<file path="config.mk">
export PLATFORM = sky130hd
export DESIGN_NAME = scancode_line_editor
export DESIGN_NICKNAME = d
export VERILOG_FILES = /design/src/rtl/sle_pkg.sv /design/src/rtl/sle_line_ram.sv /design/src/rtl/sle_key_map.sv /design/src/rtl/scancode_line_editor.sv
export SDC_FILE = /design/constraint.sdc
export NUM_CORES = 1
export LEC_CHECK = 0
export CAP_MARGIN = 25
export CORE_MARGIN = 4
export CORE_UTILIZATION = 66
export CTS_BUF_LIST = sky130_fd_sc_hd__clkbuf_8
export CTS_CLUSTER_SIZE = 12
export DETAILED_ROUTE_END_ITERATION = 16
export DONT_BUFFER_PORTS = 1
export PLACE_DENSITY = 0.82
export SLEW_MARGIN = 20
export SYNTH_ARGS = -nofsm -noshare
export SYNTH_HDL_FRONTEND = slang
export SYNTH_SLANG_ARGS = --single-unit
</file>
<file path="constraint.sdc">
create_clock -name aclk -period 6.67 [get_ports aclk]
set_clock_uncertainty 0.05 [all_clocks]
set_input_delay 0.667 -clock aclk [delete_from_list [all_inputs] [get_ports aclk]]
set_output_delay 0.667 -clock aclk [all_outputs]
set_load 0.01 [all_outputs]
</file>
<file path="src/rtl/sle_pkg.sv">
// ============================================================================
// sle_pkg
// Shared constants, types and key tables for the scan-code line editor.
// ============================================================================
package sle_pkg;

    // Line buffer geometry.
    localparam int LINE_DEPTH = 62;
    localparam int LEN_W      = $clog2(LINE_DEPTH + 1);
    localparam int ADDR_W     = (LINE_DEPTH > 1) ? $clog2(LINE_DEPTH) : 1;

    // Scan-set-1 key codes (press form, bit 7 clear).
    localparam int               KEY_W         = 7;
    localparam logic [KEY_W-1:0] KEY_BACKSPACE = 7'd14;
    localparam logic [KEY_W-1:0] KEY_ENTER     = 7'd28;
    localparam logic [KEY_W-1:0] KEY_CTRL      = 7'd29;
    localparam logic [KEY_W-1:0] KEY_LSHIFT    = 7'd42;
    localparam logic [KEY_W-1:0] KEY_RSHIFT    = 7'd54;
    localparam logic [KEY_W-1:0] KEY_ALT       = 7'd56;
    localparam logic [KEY_W-1:0] KEY_CAPS      = 7'd58;
    localparam logic [KEY_W-1:0] KEY_MAX       = 7'd58;

    localparam int TABLE_LEN = 59;
    localparam int IDX_W     = 6;

    localparam logic [6:0] CHAR_NEWLINE = 7'h0A;
    localparam logic [6:0] CHAR_FILL    = 7'h3F;
    localparam logic [6:0] CASE_BIT     = 7'h20;

    // Key tables, entry 0 in the highest byte.
    localparam logic [8*TABLE_LEN-1:0] PLAIN_MAP =
        "??1234567890-=\010\011qwertyuiop[]\012?asdfghjkl;'`?\\zxcvbnm,./??? ?";
    localparam logic [8*TABLE_LEN-1:0] SHIFT_MAP =
        "..!@#$%^&*()_+\010\011QWERTYUIOP{}\012.ASDFGHJKL:\"~.|ZXCVBNM<>?.*. ?";

    typedef enum logic [2:0] {
        KIND_ECHO      = 3'd0,
        KIND_BACKSPACE = 3'd1,
        KIND_LINE_CHAR = 3'd2,
        KIND_LINE_END  = 3'd3,
        KIND_DROPPED   = 3'd4
    } kind_t;

    typedef enum logic [2:0] {
        ST_IDLE,
        ST_DECODE,
        ST_LINE_RD,
        ST_LINE_OUT,
        ST_LINE_END
    } state_t;

    typedef struct packed {
        logic shift;
        logic ctrl;
        logic alt;
        logic caps;
    } mod_flags_t;

    typedef struct packed {
        logic              en;
        logic [ADDR_W-1:0] addr;
        logic [6:0]        data;
    } line_wr_t;

    typedef struct packed {
        logic              en;
        logic [ADDR_W-1:0] addr;
    } line_rd_t;

    function automatic logic [6:0] table_char(input logic [8*TABLE_LEN-1:0] map,
                                              input logic [IDX_W-1:0] idx);
        logic [7:0] byte_val;
        byte_val = 8'h3F;
        if (idx <= KEY_MAX[IDX_W-1:0]) begin
            byte_val = map[8*(TABLE_LEN - 1 - int'(idx)) +: 8];
        end
        return byte_val[6:0];
    endfunction

endpackage

</file>
<file path="src/rtl/sle_line_ram.sv">
// ============================================================================
// sle_line_ram
// Line buffer storage: one write port, one registered read port.
// ============================================================================
module sle_line_ram (
    input  logic             aclk,
    input  sle_pkg::line_wr_t wr,
    input  sle_pkg::line_rd_t rd,
    output logic [6:0]       rd_data
);
    import sle_pkg::*;

    logic [6:0] line_mem [LINE_DEPTH];

    always_ff @(posedge aclk) begin
        if (wr.en) begin
            line_mem[wr.addr] <= wr.data;
        end
    end

    always_ff @(posedge aclk) begin
        if (rd.en) begin
            rd_data <= line_mem[rd.addr];
        end
    end

endmodule

</file>
<file path="src/rtl/sle_key_map.sv">
// ============================================================================
// sle_key_map
// Maps a press code to ASCII using shift and caps lock.
// ============================================================================
module sle_key_map (
    input  logic [sle_pkg::IDX_W-1:0] key_idx,
    input  sle_pkg::mod_flags_t       flags,
    output logic [6:0]                char_code
);
    import sle_pkg::*;

    logic [6:0] plain_c;
    logic [6:0] shift_c;

    always_comb begin
        plain_c = table_char(PLAIN_MAP, key_idx);
        shift_c = table_char(SHIFT_MAP, key_idx);
        if (flags.shift) begin
            // Caps with shift gives lower-case letters.
            if (flags.caps && shift_c >= 7'h41 && shift_c <= 7'h5A) begin
                char_code = shift_c ^ CASE_BIT;
            end else begin
                char_code = shift_c;
            end
        end else begin
            if (flags.caps && plain_c >= 7'h61 && plain_c <= 7'h7A) begin
                char_code = plain_c ^ CASE_BIT;
            end else begin
                char_code = plain_c;
            end
        end
    end

endmodule

</file>
<file path="src/rtl/scancode_line_editor.sv">
// ============================================================================
// scancode_line_editor
// Line editor fed by scan-set-1 bytes: tracks modifiers, echoes keys and
// holds the typed line in a small RAM, emitting it on enter when line output is enabled.
// ============================================================================
//
//  Channel | Direction | Payload
//  --------+-----------+----------------------------------------------------
//  s_      | in        | tdata[7:0] scancode
//  m_      | out       | tdata[6:0] char, [7] ctrl, [8] alt; tuser kind; tlast
//  cfg_    | in        | data[0] line_output_enable
//
//  One item is handled at a time. An item is taken in one cycle and decoded
//  in the next; a result waits for m_tready while the output register is
//  full. Enter with output enabled then reads each buffered character from
//  the registered read port of the line RAM (ST_LINE_RD) and sends it
//  (ST_LINE_OUT), then finds the end of the line and sends the end marker
//  (ST_LINE_END).
//  Reset is synchronous, active low, and clears flags, length and control;
//  the line RAM is not cleared since only written entries are ever read.
//  The output register lets the next item be taken while a result waits.
//
module scancode_line_editor (
    input  logic        aclk,
    input  logic        aresetn,

    input  logic        s_tvalid,
    output logic        s_tready,
    input  logic [7:0]  s_tdata,   // [7:0] scancode

    output logic        m_tvalid,
    input  logic        m_tready,
    output logic [15:0] m_tdata,   // [6:0] char_code, [7] ctrl_down, [8] alt_down
    output logic [2:0]  m_tuser,   // [2:0] kind
    output logic        m_tlast,   // last result of the item

    input  logic        cfg_valid,
    output logic        cfg_ready,
    input  logic [0:0]  cfg_data   // [0] line_output_enable
);
    import sle_pkg::*;

    state_t           state_reg, state_next;
    logic [7:0]       code_reg;
    mod_flags_t       flags_reg, flags_next;
    logic [LEN_W-1:0] len_reg, len_next;
    logic [LEN_W-1:0] idx_reg, idx_next;
    logic             enable_reg;

    // Output register.
    logic       out_valid_reg;
    kind_t      out_kind_reg;
    logic [6:0] out_char_reg;
    logic       out_last_reg;
    logic       out_ctrl_reg;
    logic       out_alt_reg;

    logic       out_load;
    kind_t      out_kind_next;
    logic [6:0] out_char_next;
    logic       out_last_next;
    logic       out_free;

    line_wr_t   ram_wr;
    line_rd_t   ram_rd;
    logic [6:0] ram_rd_data;
    logic [6:0] mapped_char;

    logic [KEY_W-1:0] press_code;
    logic             is_release;
    logic             is_ignored;
    logic             line_full;

    assign press_code = code_reg[KEY_W-1:0];
    assign is_release = code_reg[7];
    assign is_ignored = !is_release && (press_code > KEY_MAX);
    assign line_full  = (len_reg >= LEN_W'(LINE_DEPTH));
    assign out_free   = !out_valid_reg || m_tready;

    sle_key_map u_key_map (
        .key_idx   (press_code[IDX_W-1:0]),
        .flags     (flags_reg),
        .char_code (mapped_char)
    );

    sle_line_ram u_line_ram (
        .aclk    (aclk),
        .wr      (ram_wr),
        .rd      (ram_rd),
        .rd_data (ram_rd_data)
    );

    // The configuration register is always writable; the user must change it only
    // while the editor is idle, which the block itself does not enforce.
    assign cfg_ready = 1'b1;

    always_ff @(posedge aclk) begin
        if (!aresetn) begin
            enable_reg <= 1'b0;
        end else if (cfg_valid) begin
            enable_reg <= cfg_data[0];
        end
    end

    // Next-state logic.
    always_comb begin
        state_next = state_reg;
        case (state_reg)
            ST_IDLE: begin
                if (s_tvalid) begin
                    state_next = ST_DECODE;
                end
            end
            ST_DECODE: begin
                if (is_release || is_ignored) begin
                    state_next = ST_IDLE;
                end else begin
                    case (press_code)
                        KEY_BACKSPACE: begin
                            if (len_reg == '0 || out_free) begin
                                state_next = ST_IDLE;
                            end
                        end
                        KEY_ENTER: begin
                            if (out_free) begin
                                state_next = enable_reg ? ST_LINE_RD : ST_IDLE;
                            end
                        end
                        KEY_LSHIFT, KEY_RSHIFT, KEY_CTRL, KEY_ALT, KEY_CAPS: begin
                            state_next = ST_IDLE;
                        end
                        default: begin
                            if (out_free) begin
                                state_next = ST_IDLE;
                            end
                        end
                    endcase
                end
            end
            ST_LINE_RD: begin
                state_next = (idx_reg == len_reg) ? ST_LINE_END : ST_LINE_OUT;
            end
            ST_LINE_OUT: begin
                if (out_free) begin
                    state_next = ST_LINE_RD;
                end
            end
            ST_LINE_END: begin
                if (out_free) begin
                    state_next = ST_IDLE;
                end
            end
            default: begin
                state_next = ST_IDLE;
            end
        endcase
    end

    // Output and datapath control.
    always_comb begin
        s_tready      = 1'b0;
        out_load      = 1'b0;
        out_kind_next = KIND_ECHO;
        out_char_next = '0;
        out_last_next = 1'b0;
        flags_next    = flags_reg;
        len_next      = len_reg;
        idx_next      = idx_reg;
        ram_wr.en     = 1'b0;
        ram_wr.addr   = len_reg[ADDR_W-1:0];
        ram_wr.data   = mapped_char;
        ram_rd.en     = 1'b0;
        ram_rd.addr   = idx_reg[ADDR_W-1:0];

        case (state_reg)
            ST_IDLE: begin
                s_tready = 1'b1;
            end
            ST_DECODE: begin
                if (is_release) begin
                    // Releases only clear modifiers; caps is a toggle.
                    if (press_code == KEY_LSHIFT || press_code == KEY_RSHIFT) begin
                        flags_next.shift = 1'b0;
                    end else if (press_code == KEY_CTRL) begin
                        flags_next.ctrl = 1'b0;
                    end else if (press_code == KEY_ALT) begin
                        flags_next.alt = 1'b0;
                    end
                end else if (!is_ignored) begin
                    case (press_code)
                        KEY_BACKSPACE: begin
                            if (len_reg != '0 && out_free) begin
                                out_load      = 1'b1;
                                out_kind_next = KIND_BACKSPACE;
                                out_last_next = 1'b1;
                                len_next      = len_reg - LEN_W'(1);
                            end
                        end
                        KEY_ENTER: begin
                            if (out_free) begin
                                out_load      = 1'b1;
                                out_kind_next = KIND_ECHO;
                                out_char_next = CHAR_NEWLINE;
                                out_last_next = !enable_reg;
                                idx_next      = '0;
                                if (!enable_reg) begin
                                    len_next = '0;
                                end
                            end
                        end
                        KEY_LSHIFT, KEY_RSHIFT: begin
                            flags_next.shift = 1'b1;
                        end
                        KEY_CTRL: begin
                            flags_next.ctrl = 1'b1;
                        end
                        KEY_ALT: begin
                            flags_next.alt = 1'b1;
                        end
                        KEY_CAPS: begin
                            flags_next.caps = !flags_reg.caps;
                        end
                        default: begin
                            if (out_free) begin
                                out_load      = 1'b1;
                                out_char_next = mapped_char;
                                out_last_next = 1'b1;
                                if (line_full) begin
                                    out_kind_next = KIND_DROPPED;
                                end else begin
                                    out_kind_next = KIND_ECHO;
                                    ram_wr.en     = 1'b1;
                                    len_next      = len_reg + LEN_W'(1);
                                end
                            end
                        end
                    endcase
                end
            end
            ST_LINE_RD: begin
                ram_rd.en = (idx_reg != len_reg);
            end
            ST_LINE_OUT: begin
                if (out_free) begin
                    out_load      = 1'b1;
                    out_kind_next = KIND_LINE_CHAR;
                    out_char_next = ram_rd_data;
                    idx_next      = idx_reg + LEN_W'(1);
                end
            end
            ST_LINE_END: begin
                if (out_free) begin
                    out_load      = 1'b1;
                    out_kind_next = KIND_LINE_END;
                    out_last_next = 1'b1;
                    len_next      = '0;
                end
            end
            default: begin
                s_tready = 1'b0;
            end
        endcase
    end

    always_ff @(posedge aclk) begin
        if (!aresetn) begin
            state_reg <= ST_IDLE;
            flags_reg <= '0;
            len_reg   <= '0;
            idx_reg   <= '0;
        end else begin
            state_reg <= state_next;
            flags_reg <= flags_next;
            len_reg   <= len_next;
            idx_reg   <= idx_next;
        end
    end

    always_ff @(posedge aclk) begin
        if (s_tvalid && s_tready) begin
            code_reg <= s_tdata;
        end
    end

    // Result register: a new result loads only when the slot is empty or
    // is being taken in this cycle.
    always_ff @(posedge aclk) begin
        if (!aresetn) begin
            out_valid_reg <= 1'b0;
        end else if (out_load) begin
            out_valid_reg <= 1'b1;
        end else if (m_tready) begin
            out_valid_reg <= 1'b0;
        end
    end

    always_ff @(posedge aclk) begin
        if (out_load) begin
            out_kind_reg <= out_kind_next;
            out_char_reg <= out_char_next;
            out_last_reg <= out_last_next;
            out_ctrl_reg <= flags_reg.ctrl;
            out_alt_reg  <= flags_reg.alt;
        end
    end

    assign m_tvalid = out_valid_reg;
    assign m_tdata  = {7'b0, out_alt_reg, out_ctrl_reg, out_char_reg};
    assign m_tuser  = out_kind_reg;
    assign m_tlast  = out_last_reg;

endmodule

</file>
==> results of run 1 <==
-- power by group through the flow --
stage	clock network [uW]	registers, uW	logic, uW
6_report	2180	3530	548
5_1_grt	2380	3520	596
4_1_cts	2210	3530	520
3_5_place_dp	0	3590	519
3_3_place_gp	0	3590	501
2_1_floorplan	0	3590	336
-- synthesized netlist by cell type, types with 9 or more instances --
library cell / instances / area share, %
sky130_fd_sc_hd__ha_1: 9 / 0.53
sky130_fd_sc_hd__nand4_1: 9 / 0.26
sky130_fd_sc_hd__nand2_1: 57 / 1.0
sky130_fd_sc_hd__a221oi_1: 9 / 0.37
sky130_fd_sc_hd__mux4_2: 139 / 15
sky130_fd_sc_hd__buf_1: 15 / 0.26
sky130_fd_sc_hd__nor2b_1: 20 / 0.59
sky130_fd_sc_hd__nor2_1: 120 / 2.1
sky130_fd_sc_hd__xnor2_1: 13 / 0.53
sky130_fd_sc_hd__inv_1: 10 / 0.18
sky130_fd_sc_hd__a21oi_1: 45 / 1.1
sky130_fd_sc_hd__dfxtp_1: 21 / 2.0
sky130_fd_sc_hd__edfxtp_1: 462 / 65
sky130_fd_sc_hd__xor2_1: 9 / 0.37
sky130_fd_sc_hd__o21ai_0: 42 / 0.99
sky130_fd_sc_hd__buf_2: 31 / 0.73
sky130_fd_sc_hd__nand3_1: 17 / 0.40
sky130_fd_sc_hd__a211oi_1: 16 / 0.56
sky130_fd_sc_hd__nor3_1: 17 / 0.40
sky130_fd_sc_hd__clkbuf_1: 38 / 0.67
sky130_fd_sc_hd__buf_4: 16 / 0.56
sky130_fd_sc_hd__nand2b_1: 12 / 0.35
-- cells by family after synthesis --
logic type	synth area share, %
other cells	0.0352
simple gates	6.67
mux	15.4
flops	67.0
buf+inv	2.47
xor+xnor	1.34
compound gates	6.45
fa+ha+maj	0.669
-- metrics by stage --
step | power, uW | cell area, sq um | hold WS, ns
2_1_floorplan | 3930 | 21400 | 0.359
3_3_place_gp | 4090 | 21600 | 0.374
3_5_place_dp | 4110 | 21600 | 0.374
4_1_cts | 6260 | 22900 | 0.0507
5_1_grt | 6500 | 23000 | 0.0597
6_report | 6260 | 23000 | 0.0859
-- per-layer routing --
metal	up-vias	GRT usage, %
met3	118	6.31
met4	0	8.78
met5	-	0
met1	6067	38.5
met2	663	42.9
li1	5184	-
-- final timing paths --
path	cells past startpoint	slack, ns	from	to
setup reg to reg	13	1.78	code_reg[0]	u_line_ram.line_mem[47][5]
hold reg to reg	0	0.39	flags_reg[2]	out_ctrl_reg
setup / recovery	13	1.78	code_reg[0]	u_line_ram.line_mem[47][5]
hold / removal	0	0.09	s_tdata[0]	code_reg[0]
-- layout make-up --
class | instances | area, sq um | area share, %
clock buffer | 76 | 1050 | 4.55
clock inverter | 55 | 264 | 1.15
inverter | 11 | 41.3 | 0.180
multi-input combinational | 700 | 6570 | 28.6
sequential | 483 | 14300 | 62.2
tap | 402 | 503 | 2.19
timing repair buffer | 27 | 265 | 1.15
==> results summary, run 1 <==
The run finished with clean final reports. In the final routed layout, each cell accounts on average for 27.0 um. The cell at the root of the clock tree is sky130_fd_sc_hd__clkbuf_8. The via density per instance came out at 6.86.

The filler-free cell count of the finished design came out at 1,754. Of the total power, registers draw 56.3%. The required time reported for the critical path endpoint is 6.84 ns.

The count of pins on the block boundary came out at 37. Cells fill 72.5% of the core in the end. The filler cell count is 1,830. The proportion of power drawn by combinational gates is 8.8%. The power density over the cells came out at 272 nW/um^2. The stage delay of the slowest cell on the critical path came out at 0.75 ns. The worst setup path is of the reg -> reg kind.

The remaining antenna violation count is 0. For the pin with the worst max-slew slack, the measured transition is 1.03 ns. The number of unique standard cell types used by synthesis came out at 82.

The switching part of the total came out at 24.6%. The library cell used most frequently in the layout, excluding fill and tap cells, is sky130_fd_sc_hd__edfxtp_1. The maximum clock insertion buffer count came out at 3. The highest-delay cell along the critical path is sky130_fd_sc_hd__nor2_1. The mean instance size in the synthesized netlist is 16.6 sq um.

The clock sink count came out at 483. The area added between synthesis and finish came out at 7.78%. The critical path goes through buf_4 > inv_1 > buf_4 > ha_1 > nor2b_1 > o21ai_0 > and3_1 > nor2b_1 > nand3_1 > nor2_1 > and2_1 > nand4_1 > nor2_1. The maximum net fanout on the critical path came out at 20. The count of instances resized after the clock tree is built is 0. The overall die area is 35,300 sq um. For this block, wires on met1 add up to 18,500 um. The wire length on met2 came out at 23,100 um. The number of optimization iterations in the first detailed-route pass is 6. The half-perimeter wire length after detailed placement came out at 30,500 um. Summing every instance area after synthesis gives 21,300 sq um. The analysis attributes to net switching a power of 1540 uW. The worst slew slack as a fraction of its limit is 31.7%.

The quantity of I/O buffers inserted on ports came out at 0. The number of max-cap violations came out at 0. The number of global-route vias before repair came to 11,906. The initial antenna violation count came out at 0. The cell count after placement came out at 1,618. The count of synthesis-stage warnings from yosys came out at 0. The synthesized netlist cell count is 1,289. In this run the horizontal extent of the chip is 188 um. The number of diodes added for antenna fixing came out at 0. The internal power component is 4720 uW. The pre-CTS worst setup slack came out at 1.60 ns. The insertion delay to the later sink of the worst-skew pair is 0.62 ns. The starting utilization of the core area is 67.3%. After layout, the worst setup slack is 1.78 ns. The top cell types in the final layout, fill and taps aside, are 462 x sky130_fd_sc_hd__edfxtp_1, 139 x sky130_fd_sc_hd__mux4_2, 119 x sky130_fd_sc_hd__nor2_1. For this block, the via count after detailed routing is 12,032. The total negative setup slack is 0 ns. The final setup violation count is 0. The clock network burns 34.9% of the power. The sum of buffers and inverters on the critical path is 3.

TritonCTS created 75 clock buffers. The ratio of final minimum period to clock period is 73.3%. Synthesis inferred 483 register bits. VDD sags by at most 0.000278 V. Global routing used 27.1% of the available tracks. The final layout contains 1,322 nets.

STA classifies the critical path endpoint as a flop. Detailed routing placed a total of 4250 um of wire on met3. After floorplanning, the core was divided into 65 placement rows. The final estimated routing congestion in global placement came out at 0.986. The vertical extent of the die is 188 um. The data arrival time of the critical path is 5.06 ns. The number of H-tree branching levels came out at 3.

The remaining design rule violation count came out at 0. For this design the static power due to leakage is 0.00715 uW. Hold repair after CTS inserted 0 buffers. For this run, the register share of the synthesized area comes to 67.0%. The clock slew seen by the registers of the worst setup and hold paths came out at 0.08 ns. TritonCTS built the clock tree. The first-iteration detailed-routing DRC count is 1,532. The highest achievable clock rate came out at 0.204 GHz. Entering global routing, the biggest net connects 70 pins.

The final critical-path required period is 4.89 ns. The post-route netlist has 21.7% of its cells at a drive strength greater than 1. The total setup buffers inserted after CTS came out at 0. The startpoint type of the worst setup path is a flop.

The classification of the worst-slack hold path is in -> reg. Routed signal wires occupy layers up through met4. Setup repair after global routing left no endpoint under its margin.

The largest delay contributor family on the critical path is simple AND/OR/NAND/NOR gates. The total routed wirelength is 47,400 um. For this run, the leading register cell type out of synthesis is sky130_fd_sc_hd__edfxtp_1. The count of pins over their slew limit came out at 0. The first-pass GRT wire length is 72,600 um. The number of flops mapped to enable cells by yosys is 462. The final hold violation count is 0. The core region is 31,700 sq um.

For this run the aggregate overflow at the end of global routing stands at 0. The register with the most flip-flops in the layout has 434 of them. The async set or reset register ratio after synthesis came out at 0%.
No activity file was read; power rests on OpenSTA's default activity.
==> run 2: changes to the inputs <==
Clock period 6.67 ns to 4.6 ns, I/O delays scaled along.
==> run 2 against run 1 <==
Net effect:
- combinational power is 59% higher
- largest cell class unchanged
- via count is 2.6% higher
- setup slack worse by 1.3 ns
- critical path depth is 4 lower
- clock power is 46% higher
- cell area is 0.98% higher
- sequential share of layout area is 0.61 points lower
==> results summary, run 2 (synthesis gave the netlist of run 1 again) <==
The run finished with clean final reports. The first detailed-routing pass took 5 iterations. The core utilization of the finished layout came out at 73.2%. The worst hold path terminates at idx_reg[0]. The initial antenna violation count is 0.

The number of max-cap violations is 0. The number of H-tree branching levels is 3. The count of instances resized after the clock tree is built came out at 0. Setup repair after global routing left no endpoint under its margin.

Pin placement for this block handled 37 I/O pins. Once the clock tree was built, the setup fixing pass inserted 0 buffers. The critical path is of the reg -> reg type. The starting utilization of the core area is 67.3%. In this run, the number of DRC markers left after iteration 0 of detailed routing was 1,537.

Data on the critical path arrives at its endpoint at 4.27 ns. Dividing the detail-routed wire length by the instance count gives 27.8 um. The maximum clock insertion buffer count is 3.

The core box area is 31,700 sq um. The count of cells in the finished layout, fillers not included, comes to 1,776. The count of pins over their slew limit came to 0. The final hold violation count is 0. Clock latency on the worst-skew pair, taken at its later pin, is 0.61 ns. The design draws 9160 uW.

The proportion of layout cells with a drive suffix above 1 is 22.6%. The register with the most flip-flops in the layout has 434 of them. Clock-pin slew was measured on the worst setup and hold paths at 0.07 ns. The first-pass GRT wire length came out at 75,600 um. The startpoint of the worst-slack reg-to-reg timing path is code_reg[3].

The total negative setup slack is 0 ns. The launching instance or port of the critical path is code_reg[3]. The final estimated routing congestion in global placement came out at 0.944. Across every metal layer, demand over resource in global routing totals 28.4%. TritonCTS created 72 clock buffers. The final setup violation count is 0.

The end of the worst register-to-register path is u_line_ram.line_mem[39][0]. The count of standard-cell rows is 65. In the final design database the tool counted 1,344 nets. The width of the chip came out at 188 um. The library cell used most frequently in the layout, excluding fill and tap cells, is sky130_fd_sc_hd__edfxtp_1.

After detailed routing, the number of vias per cell comes to 6.95. The repair_antennas step left the layout with diodes totalling 0. The peak supply drop is 0.000278 V. The worst setup path is launched from a flop. The die covers 35,300 sq um. The start point of the worst hold path is aresetn. The cell count after placement is 1,637. The area added between synthesis and finish came out at 8.84%.

After legalization and detailed placement, the total HPWL measured 31,400 um. The pin slew with the least headroom to its limit is 1.08 ns. Leaving out fill and tap cells, the most frequent cells in the layout are 462 x sky130_fd_sc_hd__edfxtp_1, 139 x sky130_fd_sc_hd__mux4_2, 119 x sky130_fd_sc_hd__nor2_1. The highest achievable clock rate is 0.244 GHz. The cell at the root of the clock tree is sky130_fd_sc_hd__clkbuf_8. The worst setup slack for register-to-register paths is 0.51 ns. The stage delay of the slowest cell on the critical path is 0.73 ns. The quantity of I/O buffers inserted on ports is 0. The power density over the cells is 395 nW/um^2. The total grt overflow came out at 0. TritonCTS built the clock tree. In this run the remaining antenna-violating nets after routing total 0.

The highest-delay cell along the critical path is sky130_fd_sc_hd__nor2_1. For this run, design rule violations remaining after detail routing come to 0. The total via count after detailed routing came out at 12,350. The min-delay analysis places its worst path in the category in -> reg. The leakage power figure is 0.00726 uW. The required time reported for the critical path endpoint is 4.78 ns.

The clock sink count came out at 483. Measured against its own limit, the worst slew margin works out to 27.6%. The worst hold path stage count came out at 2. The worst setup path is captured at a flop.

For the worst flop-to-flop path, the logic depth is 9. The filler cell count came out at 1,771. The ratio of final minimum period to clock period is 89.0%.

The final critical-path required period is 4.09 ns. The total routed wirelength came out at 49,300 um. Hold repair after CTS inserted 11 buffers. The maximum net fanout on the critical path is 19. The largest net degree at the start of global routing is 74. The number of global-route vias before repair was 12,215.

The vertical extent of the die came out at 188 um. Traced cell by cell, the critical path runs through and3_1 > o21ai_0 > and3_1 > nor2b_1 > nand3_1 > nor2_1 > and2_1 > nand4_1 > nor2_1.
run 2: cell types whose count changed in the layout (fill, tap and decap cells not counted), moves of 2 or more:
cell                            delta
sky130_fd_sc_hd__clkinv_2          +6
sky130_fd_sc_hd__dlygate4sd3_1    +11
sky130_fd_sc_hd__clkinv_1          +2
sky130_fd_sc_hd__inv_1             -6
sky130_fd_sc_hd__buf_4            +13
sky130_fd_sc_hd__clkinvlp_4        -3
run 2: metrics by stage:
stage	worst slack (ns)	instance area, sq um	hold WS [ns]
floorplan	0.0196	21400	0.359
global placement	0.701	21800	0.374
detailed placement	0.557	21800	0.373
CTS	0.557	23200	0.0677
global route	0.185	23200	0.0954
finish	0.507	23200	0.107
run 2: layout make-up:
class / count / area (sq um) / area share (%)
Clock buffer: 76 / 1050 / 4.50
Clock inverter: 52 / 250 / 1.08
Inverter: 11 / 41.3 / 0.178
Multi-Input combinational cell: 700 / 6590 / 28.4
Sequential cell: 483 / 14300 / 61.6
Tap cell: 402 / 503 / 2.17
Timing Repair Buffer: 52 / 493 / 2.12
run 2: power by group:
group / internal, uW / leakage, uW / switching [uW]
Clock: 1590 / 0.000756 / 1590
Combinational: 229 / 0.00218 / 644
Sequential: 5090 / 0.00432 / 17.7
Total: 6910 / 0.00726 / 2250
run 2: worst max-delay path, delay by kind of cell, from the launching register on:
kind,cells,cell delay (ns)
flops,1,0.65
simple gates,8,2.84
compound gates,1,0.17
run 2: how the worst max path moves through the flow:
stage / to / slack [ns] / cells past startpoint
final: u_line_ram.line_mem[39][0] / 0.51 / 9
after global routing: u_line_ram.line_mem[39][0] / 0.18 / 9
after CTS: u_line_ram.line_mem[39][0] / 0.56 / 9
after detailed placement: u_line_ram.line_mem[39][6] / 0.56 / 9
after global placement: u_line_ram.line_mem[7][1] / 0.70 / 9
after floorplan: u_line_ram.line_mem[0][4] / 0.02 / 14
run 2: metal layers:
| metal | wire length, um | up-vias | global-route usage [%] |
|---|---|---|---|
| li1 | - | 5228 | - |
| met3 | 5450 | 107 | 7.99 |
| met4 | 1470 | 0 | 8.84 |
| met1 | 18900 | 6202 | 41.2 |
| met2 | 23500 | 813 | 43.3 |
| met5 | 0 | - | 0 |
